==> config.mk <==
export PLATFORM = sky130hd
export DESIGN_NAME = division_magic_number_generator
export DESIGN_NICKNAME = d
export VERILOG_FILES = /design/src/rtl/dmng_pkg.sv /design/src/rtl/dmng_div.sv /design/src/rtl/division_magic_number_generator.sv
export VERILOG_INCLUDE_DIRS = /design/src /design/src/rtl
export SDC_FILE = /design/constraint.sdc
export NUM_CORES = 2
export LEC_CHECK = 0
export BUFFER_PORTS_ARGS = -buffer_cell sky130_fd_sc_hd__clkbuf_2
export CAP_MARGIN = 20
export CORE_AREA = 2 2 533 535
export DETAILED_ROUTE_END_ITERATION = 12
export DIE_AREA = 0 0 535 537
export SETUP_SLACK_MARGIN = 0.3
export SKIP_LAST_GASP = 1
export SLEW_MARGIN = 20
export SYNTH_ARGS = -nofsm -noshare
export SYNTH_HDL_FRONTEND = slang
export SYNTH_SLANG_ARGS = --single-unit
export TNS_END_PERCENT = 100
==> constraint.sdc <==
create_clock -name clk -period 31.8 [get_ports clk]
set_input_delay 6.36 -clock clk [delete_from_list [all_inputs] [get_ports clk]]
set_output_delay 6.36 -clock clk [all_outputs]
set_load 0.03 [all_outputs]
==> src/rtl/division_magic_number_generator_defines.svh <==
// Assertion macros for the division magic number generator
`ifndef DIVISION_MAGIC_NUMBER_GENERATOR_DEFINES_SVH
`define DIVISION_MAGIC_NUMBER_GENERATOR_DEFINES_SVH
`ifndef SYNTHESIS
`define DMNG_ASSERT(name, clk, rst, prop) \
  name: assert property (@(posedge clk) disable iff (rst) prop) else $error("dmng check failed");
`define DMNG_ASSERT_NR(name, clk, prop) \
  name: assert property (@(posedge clk) prop) else $error("dmng check failed");
`else
`define DMNG_ASSERT(name, clk, rst, prop)
`define DMNG_ASSERT_NR(name, clk, prop)
`endif
`endif

==> src/rtl/dmng_pkg.sv <==
// Shared types and constants for the division magic number generator
`timescale 1ns / 1ps
`default_nettype none
package dmng_pkg;
  localparam int unsigned DW = 64;

  localparam logic [1:0] ST_MAGIC   = 2'd0;
  localparam logic [1:0] ST_POW2    = 2'd1;
  localparam logic [1:0] ST_TRIVIAL = 2'd2;
  localparam logic [1:0] ST_ZERO    = 2'd3;

  typedef enum logic [3:0] {
    S_IDLE,
    S_CLASSIFY,
    S_TZ,
    S_DIV_A,
    S_DIV_B,
    S_DIV_C,
    S_LOOP,
    S_CHECK,
    S_DONE
  } dmng_state_t;
endpackage
`default_nettype wire

==> src/rtl/dmng_div.sv <==
// Restoring divider, one quotient bit per cycle
`timescale 1ns / 1ps
`default_nettype none
module dmng_div #(
  parameter int unsigned WIDTH = dmng_pkg::DW
) (
  input  wire logic             clk,
  input  wire logic             rst,
  input  wire logic             start,
  input  wire logic [WIDTH-1:0] num,
  input  wire logic [WIDTH-1:0] den,
  output logic                  done,
  output logic [WIDTH-1:0]      quot,
  output logic [WIDTH-1:0]      rem
);
  localparam int unsigned CW = $clog2(WIDTH + 1);

  logic [WIDTH-1:0] den_r;
  logic [WIDTH:0]   acc;
  logic [CW-1:0]    cnt;
  logic [WIDTH:0]   acc_sh;
  logic             fits;

  assign acc_sh = {acc[WIDTH-1:0], quot[WIDTH-1]};
  assign fits   = acc_sh >= {1'b0, den_r};
  assign rem    = acc[WIDTH-1:0];

  always_ff @(posedge clk) begin
    if (rst) begin
      cnt  <= '0;
      done <= 1'b0;
    end else begin
      done <= (cnt == CW'(1));
      if (start) begin
        cnt <= CW'(WIDTH);
      end else if (cnt != '0) begin
        cnt <= cnt - CW'(1);
      end
    end
  end

  always_ff @(posedge clk) begin
    if (start) begin
      quot  <= num;
      den_r <= den;
      acc   <= '0;
    end else if (cnt != '0) begin
      quot <= {quot[WIDTH-2:0], fits};
      acc  <= fits ? (acc_sh - {1'b0, den_r}) : acc_sh;
    end
  end
endmodule
`default_nettype wire

==> src/rtl/division_magic_number_generator.sv <==
// Division magic number generator: top level with sequencer and search step
//
// Takes a divisor, a signed/unsigned kind and a 32/64-bit width, and returns the
// multiply-shift constants for division by that divisor. One item at a time:
// in_stall stays high from the accepting transfer until the result transfer.
// A search runs three divisions on the shared restoring divider, then the
// quotient-doubling loop, an S_LOOP then an S_CHECK state per step. The step
// count is the found shift plus one, at most 33 or 65 steps. An even unsigned
// divisor that needs add-back runs the whole search twice, with a trailing-zero
// count of one bit per cycle in between. Zero and trivial divisors skip the
// search; powers of two run only the trailing-zero count.
`timescale 1ns / 1ps
`default_nettype none
`include "division_magic_number_generator_defines.svh"
module division_magic_number_generator (
  input  wire logic                    clk,
  input  wire logic                    rst,
  input  wire logic                    in_valid,
  output logic                         in_stall,
  input  wire logic                    kind,
  input  wire logic                    wide,
  input  wire logic [dmng_pkg::DW-1:0] divisor,
  output logic                         out_valid,
  input  wire logic                    out_stall,
  output logic [1:0]                   status,
  output logic [dmng_pkg::DW-1:0]      multiplier,
  output logic                         fixup,
  output logic [5:0]                   pre_shift,
  output logic [6:0]                   post_shift
);
  localparam int unsigned WIDTH = dmng_pkg::DW;
  localparam int unsigned HW = WIDTH / 2;

  dmng_pkg::dmng_state_t state, state_next;

  logic             kind_r, wide_r, neg, pass2, launched, add;
  logic [WIDTH-1:0] d, nc, q1, r1, q2, r2, tzv;
  logic [5:0]       lz, tzc;
  logic [7:0]       p;

  logic [WIDTH-1:0] m, top, all, in_m, in_ad;
  logic [7:0]       w8;
  logic             in_neg;

  logic             div_start, div_done;
  logic [WIDTH-1:0] div_num, div_den, div_q, div_r;

  logic [WIDTH-1:0] q1n, r1n, q2n, r2n, delta, magf, magu;
  logic             addn, cont, in_fire, out_fire;

  assign m   = wide_r ? '1 : {{HW{1'b0}}, {HW{1'b1}}};
  assign top = wide_r ? {1'b1, {(WIDTH-1){1'b0}}} : {{HW{1'b0}}, 1'b1, {(HW-1){1'b0}}};
  assign all = m >> lz;
  assign w8  = wide_r ? 8'd64 : 8'd32;

  assign in_m   = wide ? divisor : {{HW{1'b0}}, divisor[HW-1:0]};
  assign in_neg = kind && (wide ? divisor[WIDTH-1] : divisor[HW-1]);
  assign in_ad  = in_neg ? ((~in_m + WIDTH'(1)) & (wide ? '1 : {{HW{1'b0}}, {HW{1'b1}}}))
                         : in_m;

  assign in_stall = (state != dmng_pkg::S_IDLE);
  assign in_fire  = in_valid && !in_stall;
  assign out_fire = out_valid && !out_stall;

  dmng_div #(.WIDTH(WIDTH)) u_div (
    .clk  (clk),
    .rst  (rst),
    .start(div_start),
    .num  (div_num),
    .den  (div_den),
    .done (div_done),
    .quot (div_q),
    .rem  (div_r)
  );

  // divider operands per phase
  always_comb begin
    div_num = top;
    div_den = d;
    case (state)
      dmng_pkg::S_DIV_A: div_num = kind_r ? (top + WIDTH'(neg))
                                          : ((all + WIDTH'(1) - d) & m);
      dmng_pkg::S_DIV_B: div_den = nc;
      dmng_pkg::S_DIV_C: div_num = kind_r ? top : (top - WIDTH'(1));
      default: div_num = top;
    endcase
  end

  // one quotient-doubling step
  always_comb begin
    addn = add;
    if (kind_r) begin
      q1n = {q1[WIDTH-2:0], 1'b0} & m;
      r1n = {r1[WIDTH-2:0], 1'b0} & m;
      if (r1n >= nc) begin
        q1n = (q1n + WIDTH'(1)) & m;
        r1n = (r1n - nc) & m;
      end
      q2n = {q2[WIDTH-2:0], 1'b0} & m;
      r2n = {r2[WIDTH-2:0], 1'b0} & m;
      if (r2n >= d) begin
        q2n = (q2n + WIDTH'(1)) & m;
        r2n = (r2n - d) & m;
      end
    end else begin
      if (r1 >= ((nc - r1) & m)) begin
        q1n = {q1[WIDTH-2:0], 1'b1} & m;
        r1n = ({r1[WIDTH-2:0], 1'b0} - nc) & m;
      end else begin
        q1n = {q1[WIDTH-2:0], 1'b0} & m;
        r1n = {r1[WIDTH-2:0], 1'b0} & m;
      end
      if (((r2 + WIDTH'(1)) & m) >= ((d - r2) & m)) begin
        if (q2 >= (top - WIDTH'(1))) addn = 1'b1;
        q2n = {q2[WIDTH-2:0], 1'b1} & m;
        r2n = ({r2[WIDTH-2:0], 1'b1} - d) & m;
      end else begin
        if (q2 >= top) addn = 1'b1;
        q2n = {q2[WIDTH-2:0], 1'b0} & m;
        r2n = {r2[WIDTH-2:0], 1'b1} & m;
      end
    end
  end

  assign delta = kind_r ? ((d - r2) & m) : ((d - WIDTH'(1) - r2) & m);
  assign cont  = (p < {w8[6:0], 1'b0}) && ((q1 < delta) || ((q1 == delta) && (r1 == '0)));
  assign magu  = (q2 + WIDTH'(1)) & m;
  assign magf  = neg ? ((~magu + WIDTH'(1)) & m) : magu;

  always_ff @(posedge clk) begin
    if (rst) begin
      state <= dmng_pkg::S_IDLE;
    end else begin
      state <= state_next;
    end
  end

  always_comb begin
    state_next = state;
    div_start  = 1'b0;
    unique case (state)
      dmng_pkg::S_IDLE: begin
        if (in_fire) state_next = dmng_pkg::S_CLASSIFY;
      end
      dmng_pkg::S_CLASSIFY: begin
        if (d == '0 || d == WIDTH'(1)) begin
          state_next = dmng_pkg::S_DONE;
        end else if ((d & (d - WIDTH'(1))) == '0) begin
          state_next = dmng_pkg::S_TZ;
        end else begin
          state_next = dmng_pkg::S_DIV_A;
        end
      end
      dmng_pkg::S_TZ: begin
        if (tzv[0]) state_next = pass2 ? dmng_pkg::S_DIV_A : dmng_pkg::S_DONE;
      end
      dmng_pkg::S_DIV_A, dmng_pkg::S_DIV_B, dmng_pkg::S_DIV_C: begin
        div_start = !launched;
        if (div_done) begin
          unique case (state)
            dmng_pkg::S_DIV_A: state_next = dmng_pkg::S_DIV_B;
            dmng_pkg::S_DIV_B: state_next = dmng_pkg::S_DIV_C;
            default:           state_next = dmng_pkg::S_LOOP;
          endcase
        end
      end
      dmng_pkg::S_LOOP: state_next = dmng_pkg::S_CHECK;
      dmng_pkg::S_CHECK: begin
        if (cont) begin
          state_next = dmng_pkg::S_LOOP;
        end else if (!kind_r && !pass2 && add && !d[0]) begin
          state_next = dmng_pkg::S_TZ;
        end else begin
          state_next = dmng_pkg::S_DONE;
        end
      end
      dmng_pkg::S_DONE: begin
        if (out_fire) state_next = dmng_pkg::S_IDLE;
      end
      default: state_next = dmng_pkg::S_IDLE;
    endcase
  end

  assign out_valid = (state == dmng_pkg::S_DONE);

  always_ff @(posedge clk) begin
    if (rst) begin
      launched <= 1'b0;
    end else if (div_done) begin
      launched <= 1'b0;
    end else if (div_start) begin
      launched <= 1'b1;
    end
  end

  always_ff @(posedge clk) begin
    case (state)
      dmng_pkg::S_IDLE: begin
        if (in_fire) begin
          kind_r     <= kind;
          wide_r     <= wide;
          neg        <= in_neg;
          d          <= in_ad;
          lz         <= '0;
          pass2      <= 1'b0;
          status     <= dmng_pkg::ST_MAGIC;
          multiplier <= '0;
          fixup      <= 1'b0;
          pre_shift  <= '0;
          post_shift <= '0;
        end
      end
      dmng_pkg::S_CLASSIFY: begin
        tzv <= d;
        tzc <= '0;
        if (d == '0) begin
          status <= dmng_pkg::ST_ZERO;
        end else if (d == WIDTH'(1)) begin
          status <= dmng_pkg::ST_TRIVIAL;
        end
      end
      dmng_pkg::S_TZ: begin
        if (tzv[0]) begin
          if (pass2) begin
            // redo on the odd part, dividend pre-shifted
            d         <= tzv;
            lz        <= tzc;
            pre_shift <= tzc;
          end else begin
            status     <= dmng_pkg::ST_POW2;
            post_shift <= {1'b0, tzc};
          end
        end else begin
          tzv <= tzv >> 1;
          tzc <= tzc + 6'd1;
        end
      end
      dmng_pkg::S_DIV_A: begin
        add <= 1'b0;
        p   <= w8 - 8'd1;
        if (div_done) begin
          nc <= kind_r ? ((top + WIDTH'(neg) - WIDTH'(1) - div_r) & m) : ((all - div_r) & m);
        end
      end
      dmng_pkg::S_DIV_B: begin
        if (div_done) begin
          q1 <= div_q;
          r1 <= div_r;
        end
      end
      dmng_pkg::S_DIV_C: begin
        if (div_done) begin
          q2 <= div_q;
          r2 <= div_r;
        end
      end
      dmng_pkg::S_LOOP: begin
        q1  <= q1n;
        r1  <= r1n;
        q2  <= q2n;
        r2  <= r2n;
        add <= addn;
        p   <= p + 8'd1;
      end
      dmng_pkg::S_CHECK: begin
        if (!cont) begin
          if (!kind_r && !pass2 && add && !d[0]) begin
            pass2 <= 1'b1;
            tzv   <= d;
            tzc   <= '0;
          end else begin
            multiplier <= magf;
            if (!kind_r && !pass2 && add) begin
              fixup      <= 1'b1;
              post_shift <= 7'(p - w8 - 8'd1);
            end else begin
              fixup      <= add;
              post_shift <= 7'(p - w8);
            end
          end
        end
      end
      default: begin
      end
    endcase
  end

  `DMNG_ASSERT(a_accept_busy, clk, rst, in_fire |=> !out_valid && in_stall)
  `DMNG_ASSERT(a_special_no_magic, clk, rst, out_valid && (status != dmng_pkg::ST_MAGIC) |-> (multiplier == '0) && !fixup && (pre_shift == '0))
  `DMNG_ASSERT(a_loop_bound, clk, rst, (state == dmng_pkg::S_CHECK) |-> (p <= {w8[6:0], 1'b0}))
  `DMNG_ASSERT_NR(a_reset_idle, clk, rst |=> !out_valid && !in_stall)
endmodule
`default_nettype wire
# Yosys cells after proc, flatten, opt, wreduce, memory -nomap -nowiden
# Index checks and enable logic that the tools add are counted.
# classes
n_mul	0
muxes	96
n_reduce_logical	47
shift	1
addsub	28
div_mod_pow	0
bitwise	26
magnitude_cmp	9
n_eq_ne	27
# ops
cell	n
64-bit 2-to-1 mux	37
64-bit bitwise AND	24
64-bit one-hot mux with 2 select lines	7
64-bit subtractor	11
64-bit by 1-bit adder with 64-bit output, second input constant	7
64-bit greater-or-equal comparator	6
64-bit logical NOT	3
64-bit one-hot mux with 3 select lines	1
64-bit by 1-bit subtractor with 64-bit output, second input constant	3
64-bit inverter	2
65-bit by 64-bit greater-or-equal comparator with 1-bit output	1
64-bit by 1-bit adder with 64-bit output	1
64-bit by 1-bit == test with 1-bit output, second input constant	1
64-bit == test	1
64-bit < comparator	1
64-bit by 6-bit >> shifter with 64-bit output	1
7-bit 2-to-1 mux	9
6-bit 2-to-1 mux	6
4-bit 2-to-1 mux	8
4-bit one-hot mux with 7 select lines	1
4-bit AND reduction	6
7-bit one-hot mux with 3 select lines	1
2-bit inequality test, second input constant	9
6-bit one-hot mux with 3 select lines	1
34 further kinds	86
# word_totals
wordCells	262
output_inout_bits	82
mem_bits_rw	0
input_bits	70
memories	0
latchBits	0
romBits	0
ff_bits	752

# Longest topological paths before layout
# logic_depth
ltp_word	10
mapped_depth	36
depth_no_buf	35

# By module
# Synthesis repeated with hierarchy kept, for this count alone.
# hier_totals
hier_cells	10839
area_unflattened_um2	85373.1
# by_module_without_submodules
module	cells_per_inst	instances	seq_area_each_um2	area_per_inst_um2
division_magic_number_generator	9577	1	16525.8	73367.9
dmng_div	1262	1	5285.1	12005.3

# Least setup slack after synthesis
# No wires, ideal clock.
# synth_timing
path_type	input -> register
startpoint	input in_valid
endpoint	register d[0] (enable)
stages	2
required_time_ps	31279
slack_ps	21417
n_path_buf	0
arrival_time_ps	9862
setup_ps	521
path_cell_list	nand3b_1 > a21oi_1
# synth_between
elab_chain_len	3
# synth_lines
item	line	source
start, declared	division_magic_number_generator.sv:18	input wire logic in_valid,
1-bit logical AND	division_magic_number_generator.sv:62	assign in_fire = in_valid && !in_stall;
2-bit inequality test (no line)	-	
4-bit AND reduction (no line)	-	
end signal, assigned	division_magic_number_generator.sv:203	d <= in_ad;
end signal, assigned	division_magic_number_generator.sv:226	d <= tzv;
end, declared	division_magic_number_generator.sv:37	logic [WIDTH-1:0] d, nc, q1, r1, q2, r2, tzv;
# No other way between the ends.
# A chain may end at the register's enable or synchronous reset.

# Final worst setup path
# layout_timing
startpoint	register d[0]
endpoint	register tzv[63] (enable)
# layout_between
elab_chain_len	10
elab_cells_between_ends	16
cone_classes	add/sub (3); order compare (1); eq/ne (3); mux (1); bitwise (2); reduce/logical (6)
# layout_lines
item	line	source
branches (longest 9 deep; another with 64-bit by 1-bit subtractor with 64-bit output)	-	
4-bit AND reduction (no line) *	-	
end signal, assigned	division_magic_number_generator.sv:234	tzv <= tzv >> 1;
end, declared	division_magic_number_generator.sv:37	
# Mark *: on every way between the ends.

==> impl_metrics.env <==
export IMPL_outcome="finished clean"
export IMPL_track_usage_pct=22.2
export IMPL_synth_top_family_by_area="compound AO/OA/AOI/OAI gates"
export IMPL_p_clk_share_pct=13.2
export IMPL_cts_sinks=752
export IMPL_slew_viol_final=0
export IMPL_clk_pin_slew_ns=0.06
export IMPL_start_kind="flop"
export IMPL_synth_ff_type="edfxtp_1"
export IMPL_synth_cells=10705
export IMPL_p_int_mw=4.05
export IMPL_maxCapViolations=0
export IMPL_criticalPathCategory="flop to flop"
export IMPL_remaining_drc_errors=0
export IMPL_fin_cells=14389
export IMPL_hold_viol=0
export IMPL_power_frac_comb_pct=65.9
export IMPL_cp_slowest_cell="a21oi_1"
export IMPL_vias_per_cell=5.65
export IMPL_holdPathStages=2
export IMPL_p_switching_mw=4.36
export IMPL_setup_ws_ns=21.60
export IMPL_nFillCells=30053
export IMPL_grt_ovfl_total=0
export IMPL_synth_seq_area_share_pct=25.9
export IMPL_die_h_um=537
export IMPL_htreeDepth=3
export IMPL_synthSimpleGateAreaFrac_pct=20.4
export IMPL_yosysTopAreaCell="edfxtp_1"
export IMPL_p_leak_nw=38.1
export IMPL_dp_cells=14203
export IMPL_io_buffers=151
export IMPL_synth_xor_area_share_pct=8.66
export IMPL_postCtsSetupBuffers=0
export IMPL_clk_latency_ns=0.76
export IMPL_async_flop_share_pct=0
export IMPL_ctsHoldBuffers=0
export IMPL_fin_skew_ns=0.0461
export IMPL_post_route_min_period_ns=10.20
export IMPL_ir_worst_vdd_uv=87.8
export IMPL_nets=11606
export IMPL_dr_pass1_iters=8
export IMPL_drt_wl_total_mm=332
export IMPL_syn_area_mm2=0.0842
export IMPL_cpPeakStageDelay_ns=0.68
export IMPL_reg2reg_from="d[0]"
export IMPL_wl_per_cell_um=23.1
export IMPL_crit_required_ns=32.15
export IMPL_antenna_found_initial=9
export IMPL_post_place_ws_ns=21.60
export IMPL_hold_path_end="u_div.cnt[6]"
export IMPL_start_util_pct=29.9
export IMPL_synthDistinctLibCells=108
export IMPL_sw_frac_of_total_pct=51.8
export IMPL_cts_root_buf="clkbuf_16"
export IMPL_synthesis_nets=11757
export IMPL_rr_worst_depth=31
export IMPL_hold_ws_ns=0.521
export IMPL_worstReg2RegEnd="tzv[63]"
export IMPL_netlist_top_cells_area="edfxtp_1, ha_1, nand2_1"
export IMPL_cts_repair_resized=0
export IMPL_ys_warnings_count=0
export IMPL_core_mm2=0.281
export IMPL_tns_ns=0
export IMPL_io_pins=152
export IMPL_path_buf_inv=3
export IMPL_synth_mux_area_share_pct=0.760
export IMPL_cts_tree="done"
export IMPL_grt_pass1_vias=75340
export IMPL_synth_seq_cells=752
export IMPL_synth_edff_count=675
export IMPL_p_seq_share_pct=20.9
export IMPL_syn_area_per_cell_um2=7.86
export IMPL_end_kind="flop"
export IMPL_cts_buffers_inserted=92
export IMPL_drive_above_1_share_pct=5.05
export IMPL_fmax_mhz=98.0
export IMPL_grt_max_degree=114
export IMPL_regToRegSetupSlack_ns=21.60
export IMPL_cts_max_path_buffers=3
export IMPL_synthAdderAreaFrac_pct=14.8
export IMPL_hold_path_class="flop to flop"
export IMPL_tightest_slew_ns=1.19
export IMPL_relSlewSlack_pct=20.6
export IMPL_finalCritPeriodShare_pct=32.1
export IMPL_drtAntennaViolNets=0
export IMPL_rsz0062_at_grt="no"
export IMPL_cp_depth=31
export IMPL_die_width_um=535
export IMPL_drt_iter0_markers=8968
export IMPL_cp_max_fo=60
export IMPL_synth_compound_area_share_pct=24.3
export IMPL_grt_pass1_wl_mm=485
export IMPL_routabilityCongestion=1.03
export IMPL_num_vias=81356
export IMPL_p_total_mw=8.41
export IMPL_synth_top_area_share_pct=24.1
export IMPL_most_common_layout_cells="nand2_1, ha_1, a21oi_1"
export IMPL_die_area_mm2=0.287
export IMPL_setup_viol=0
export IMPL_worstHoldStart="u_div.cnt[6]"
export IMPL_arrival_ns=10.55
export IMPL_final_common_cell="nand2_1"
export IMPL_area_growth_pct=9.05
export IMPL_rows=195
export IMPL_hpwl_mm=272
export IMPL_power_density_mw_per_mm2=91.6
export IMPL_critPathTopFamily="simple AND/OR/NAND/NOR gates"
[stage by stage]
step                      area [µm²]  util [%]
final                          91800      32.6
after global routing           91800      32.6
after floorplan                84200         -
after global placement         88600      31.5
after detailed placement       88600      31.5
after CTS                      91700      32.6
[power groups by stage]
stage / logic [mW] / clock network, mW / registers, mW
after floorplan: 3.71 / 0 / 1.73
after global placement: 5.37 / 0 / 1.76
after detailed placement: 5.36 / 0 / 1.76
after CTS: 5.40 / 1.12 / 1.75
after global routing: 6.00 / 1.16 / 1.78
final: 5.54 / 1.11 / 1.76
[kinds of logic after synthesis]
logic type,Yosys count
mux,61
simple gates,3627
fa+ha+maj,990
buf+inv,1151
compound gates,3292
xor+xnor,832
flops,752
[Yosys cell counts (84+ instances only)]
cell type and count:
o21a_1 84, nand2b_1 108, nand3_1 270, a31oi_1 107
nand4_1 208, xnor2_1 550, a21oi_1 942, xor2_1 282
nor2b_1 98, nor3_1 182, inv_1 644, nor4_1 105
ha_1 973, a21o_1 441, edfxtp_1 675, nand2_1 1308
o21bai_1 84, o21ai_0 906, clkbuf_1 439, and3_1 128
a211oi_1 126, nand3b_1 86, nor2_1 854
[routing by layer]
layer | vias to the layer above | GRT usage (%) | part of all wire (%) | wire length [µm]
met5 | - | 0 | 0.013 | 43
met4 | 6 | 10.2 | 5.3 | 17400
met3 | 535 | 4.04 | 9.6 | 31800
met2 | 3484 | 32.7 | 41 | 136000
met1 | 38539 | 31.2 | 44 | 147000
li1 | 38792 | - | - | -
[worst max path at each step]
stage                        start       to  slack [ns]
final                         d[0]  tzv[63]       21.60
after global placement        d[0]  tzv[63]       21.69
after floorplan           in_valid     d[0]       21.42
after CTS                     d[0]  tzv[63]       21.60
after detailed placement      d[0]  tzv[63]       21.60
after global routing          d[0]  tzv[63]       21.09
[layout make-up]
type / instances / area (µm²) / share of cell area (%)
clock buffers: 114 / 2470 / 2.69
inverters: 647 / 2440 / 2.66
flip-flops and latches: 752 / 21800 / 23.8
clock inverters: 58 / 627 / 0.683
repair buffers: 259 / 1580 / 1.72
diodes: 14 / 35.0 / 0.0382
well taps: 3743 / 4680 / 5.10
multi-input cells: 8802 / 58100 / 63.3
[flip-flops by register name (all words and copies together) (netlist names), 4 cells and up]
name and cells:
d 64, multiplier 64, nc 64, q1 64, q2 64, r1 64
r2 64, tzv 64, u_div.acc 64, u_div.den_r 64, u_div.quot 64, p 8
post_shift 7, u_div.cnt 7, lz 6, tzc 6, state 4
[worst reg2reg max path, delay by kind of cell (launching register included)]
kind            cells  cell delay (ns)
simple gates       16             4.46
buf+inv             3             1.08
mux                 1             0.17
fa+ha+maj           3             0.97
flops               1             0.51
xor+xnor            1             0.16
compound gates      7             2.36
No activity file was read; power rests on OpenSTA's default activity.
